### src/hw/rtl/ltd_ram.sv
// ----------------------------------------------------------------------------
// ltd_ram
// generic single write port, single read port ram with registered read data
// ----------------------------------------------------------------------------
module ltd_ram #(
    parameter int WIDTH = 8,
    parameter int DEPTH = 16
) (
    input  logic                     clk,
    input  logic                     we,
    input  logic [$clog2(DEPTH)-1:0] waddr,
    input  logic [WIDTH-1:0]         wdata,
    input  logic [$clog2(DEPTH)-1:0] raddr,
    output logic [WIDTH-1:0]         rdata
);

    logic [WIDTH-1:0] mem [DEPTH];

    always_ff @(posedge clk)
    begin
        if (we)
        begin
            mem[waddr] <= wdata;
        end
        rdata <= mem[raddr];
    end

endmodule

### config.mk
export PLATFORM = sky130hd
export DESIGN_NAME = ltd_ram
export DESIGN_NICKNAME = d
export VERILOG_FILES = /design/src/hw/rtl/ltd_ram.sv
export SDC_FILE = /design/constraint.sdc
export NUM_CORES = 1
export LEC_CHECK = 0
export BUFFER_PORTS_ARGS = -buffer_cell sky130_fd_sc_hd__buf_2
export CAP_MARGIN = 25
export CORE_MARGIN = 5
export CORE_UTILIZATION = 40
export DETAILED_ROUTE_END_ITERATION = 8
export GPL_ROUTABILITY_DRIVEN = 0
export PLACE_DENSITY = 0.53
export SLEW_MARGIN = 40
export SYNTH_ARGS = -nofsm -noshare
export SYNTH_HDL_FRONTEND = slang
export SYNTH_SLANG_ARGS = --single-unit
### constraint.sdc
create_clock -name clk -period 2.57 [get_ports clk]
set_clock_uncertainty 0.15 [all_clocks]
set_input_delay 0.3855 -clock clk [delete_from_list [all_inputs] [get_ports clk]]
set_output_delay 0.3855 -clock clk [all_outputs]
set_load 0.05 [all_outputs]
* Word-level counts from Yosys, hierarchy flattened *
Memories as Yosys holds them, arrays and structs flattened. A register that Yosys moved wholly into a read port is not among the register bits.
Cells that the tools add are included.

operators by class
  add/sub/neg operators = 0
  $mul = 0
  div/mod/pow operators = 0
  $lt $le $gt $ge = 0
  eq/ne operators = 0
  shift-type cells = 0
  multiplexer cells = 2
  bitwise logic cells = 0
  reductions and logical operators = 0

operators by type and width
  kind     count
  $mux W1  2

storage, ports and cells
  register bits after elaboration = 0
  latch bits = 0
  memory bits (writable) = 128
  bits in read-only memories = 0
  output and inout bits = 8
  logic and storage cells = 3
  memories kept = 1

memory list
  memory  words  bits a word  read ports  clocked after memory_dff  write ports  RTL line  text
  mem     16     8            1           1                         1            17        logic [WIDTH-1:0] mem [DEPTH];

* Logic depth before layout (Yosys ltp) *
  word-level depth = 2
  mapped depth = 5
  gate-level depth less buffers = 3

* Least setup slack after synthesis *
Ideal clock, no wire load.

  path kind = in2reg
  from = input waddr[2]
  to = memory mem[0][0] (enable)
  library setup time = 383 ps
  arrival = 1495 ps
  data required time = 2037 ps
  setup slack = 542 ps
  cell stages on the path = 2
  cell sequence = or3b_2 -> nor3_1

RTL lines
  item             RTL line  text
  start, declared  11        input logic [$clog2(DEPTH)-1:0] waddr,
  end, declared    17

Straight into the memory's write port.

* Final worst setup path *
  from = register rdata[5], read port of mem
  to = output rdata[5]

RTL lines
  item             RTL line  text
  start, declared  14        output logic [WIDTH-1:0] rdata

No word-level cell between the ends.

==> reports/metrics.cfg <==
[clocking]
cts-buffers-inserted=17
cts_resized=0
cts_tree=yes
cts_setup_buffers=0
clock_sinks=136
clockRootBuffer=clkbuf_16
holdBufCountCts=0
clkLatencyLatePin_ns=0.41
cts.htree.levels=4
cts.path.max_buffers=2
clkTransAtPathRegs_ns=0.05

[worst_setup_path]
end_kind=output port
cp.depth=1
crit_slowest_cell=dfxtp_1
reg2reg_depth=3
crit_start=rdata[5]
timing.rr.end=rdata[3]
start_kind=flip-flop
critPathMaxStageDelay_ns=0.35
rrSetupSlack_ns=1.04
crit_type=reg2out
cp_cell_sequence=buf_2
critPathTopFamily=flip-flops
endpoint=rdata[5]
timing.rr.start=mem[4][3]
path_max_fanout=1
critPathRequiredTime_ns=2.03
worst-path-buf-inv=1
critPathArrivalTime_ns=1.04

[synthesis]
synth-simple-area-share_pct=3.184
synth_compound_area_share_pct=2.333
synthAdderAreaFrac_pct=0
synth_fp_nets=247
synth_top_family_by_area=multiplexers
synthXorXnorAreaFrac_pct=0
seq_area_frac_synth_pct=77.78
synth_area_mm2=0.005147
synth.distinct_cells=19
synthCells=229
synth_seq_cells=136
synth.area.mux_share_pct=15.02
yosys_warnings=0
avgSynthCellArea_um2=22.48

[drt]
dr.pass1.iters=4
drc_errors=0
drt_iter0_drc=205
antenna_left=0
routed_wl_um=9733
via_per_inst=5.077
wire_per_inst_um=20.80
vias=2376

[timing]
fin_crit_ns=1.573
tns_ns=0
worst_slack_ns=0.9974
maxSlewViolCount=0
worst_slew_pin_slew_ns=0.5837
rsz0062_at_grt=no
fmax_mhz=635.9
finalHoldViolations=0
fin_crit_sh_pct=61.19
setup_violations=0
slew_headroom_pct=60.94

[worst_hold_path]
hold_class=in2reg

[layout]
drive_above_1_share_pct=31.08
final_nets=301
num_antenna_cells=0
fill_cells=1065
area_growth_pct=20.15
fin_cells=468

[pwr]
finalPower_mw=5.211
p_per_area_mw_per_mm2=842.6
p_leak_nw=2.107
ir_worst_vdd_uv=521.1

[placed_design]
place_hpwl_um=6266
port-buffer-count=25
dpl.cell_count=436
dp_slack_ns=0.5841

[run_status]
outcome=finished, final reports clean

[global_route]
antenna_found_initial=0
globalRouteTotalUtil_pct=14.44
grt_max_degree=33
grt_pass1_wl_um=14900
grt_overflow=0
grt_pass1_vias=2504

[floorplan]
rows=41
die_w_um=123.4
fp.dieH_um=123.4
start_util_pct=40.79
ioPinCount=26
core_area_mm2=0.01262
die-area_mm2=0.01524

[run]
cap_violations=0

-- per-stage QoR --
stage	hold slack [ns]	util, %	cell area (um2)
floorplan	0.3344	-	5147
global placement	0.5052	44.19	5577
detailed placement	0.5126	44.19	5577
CTS	0.2021	49.01	6185
global route	0.2033	49.01	6185
finish	0.1981	49.01	6185
-- layout make-up --
class | count | area (um2) | area share, %
Sequential cell | 136 | 4004 | 64.74
Multi-Input combinational cell | 83 | 1057 | 17.09
Clock buffer | 23 | 488.0 | 7.890
Timing Repair Buffer | 45 | 300.3 | 4.855
Tap cell | 172 | 215.2 | 3.480
Clock inverter | 9 | 120.1 | 1.942
-- worst min-delay path by stage --
stage	endpoint	startpoint	slack (ns)	cells after the start
floorplan	mem[0][0]	wdata[0]	0.33	0
global placement	rdata[4]	mem[11][4]	0.51	3
detailed placement	rdata[4]	mem[14][4]	0.51	3
CTS	mem[7][6]	wdata[6]	0.20	1
global route	mem[6][6]	wdata[6]	0.20	1
finish	mem[2][6]	wdata[6]	0.20	1
-- layout by cell type (no fill, tap or decap), types with 3 or more instances in the layout --
master | Yosys | final
edfxtp_1 | 128 | 128
buf_2 | 3 | 25
mux4_2 | 18 | 18
buf_4 | 1 | 18
clkbuf_16 | 0 | 17
a22oi_1 | 16 | 16
mux4_1 | 14 | 14
nor2_1 | 13 | 13
nand2_1 | 9 | 9
dfxtp_1 | 8 | 8
nor3_1 | 4 | 4
clkbuf_8 | 0 | 4
bufinv_16 | 0 | 3
clkinv_2 | 0 | 3
-- synth_stat cells --
library cell | number | area share (%)
nand2_1 | 9 | 0.66
nand3_1 | 1 | 0.097
dfxtp_1 | 8 | 3.1
edfxtp_1 | 128 | 75
buf_4 | 1 | 0.15
and2_1 | 1 | 0.12
or3b_2 | 1 | 0.17
buf_6 | 3 | 0.66
nor3_1 | 4 | 0.39
nor2_1 | 13 | 0.95
mux4_2 | 18 | 7.9
buf_2 | 3 | 0.29
and2b_1 | 1 | 0.15
mux4_1 | 14 | 7.1
clkdlybuf4s25_2 | 3 | 0.58
nand3b_1 | 2 | 0.29
nor2b_1 | 1 | 0.12
nand2b_1 | 2 | 0.24
a22oi_1 | 16 | 2.3
-- metal layers --
metal / share of wire (%) / routed length, um / track usage [%]
met5: 0 / 0 / 0
met4: 1.5 / 149 / 6.851
met3: 3.5 / 345 / 4.117
met2: 50 / 4852 / 22.29
met1: 45 / 4387 / 18.98
-- where the power goes --
group / leakage (nW) / switching [mW] / internal, mW
clock network: 0.298 / 0.824 / 1.61
logic: 0.585 / 0.177 / 0.101
registers: 1.22 / 0.0133 / 2.48
-- registers in the layout (all words and copies together), names as in the netlist --
| name | count |
|---|---|
| mem | 128 |
| rdata | 8 |
-- logic make-up after synthesis --
group                  Yosys count
DFF                            136
and+or+nand+nor                 35
muxes                           32
AOI/OAI and AO/OA               16
buffers and inverters           10
No activity file was read; power rests on OpenSTA's default activity.
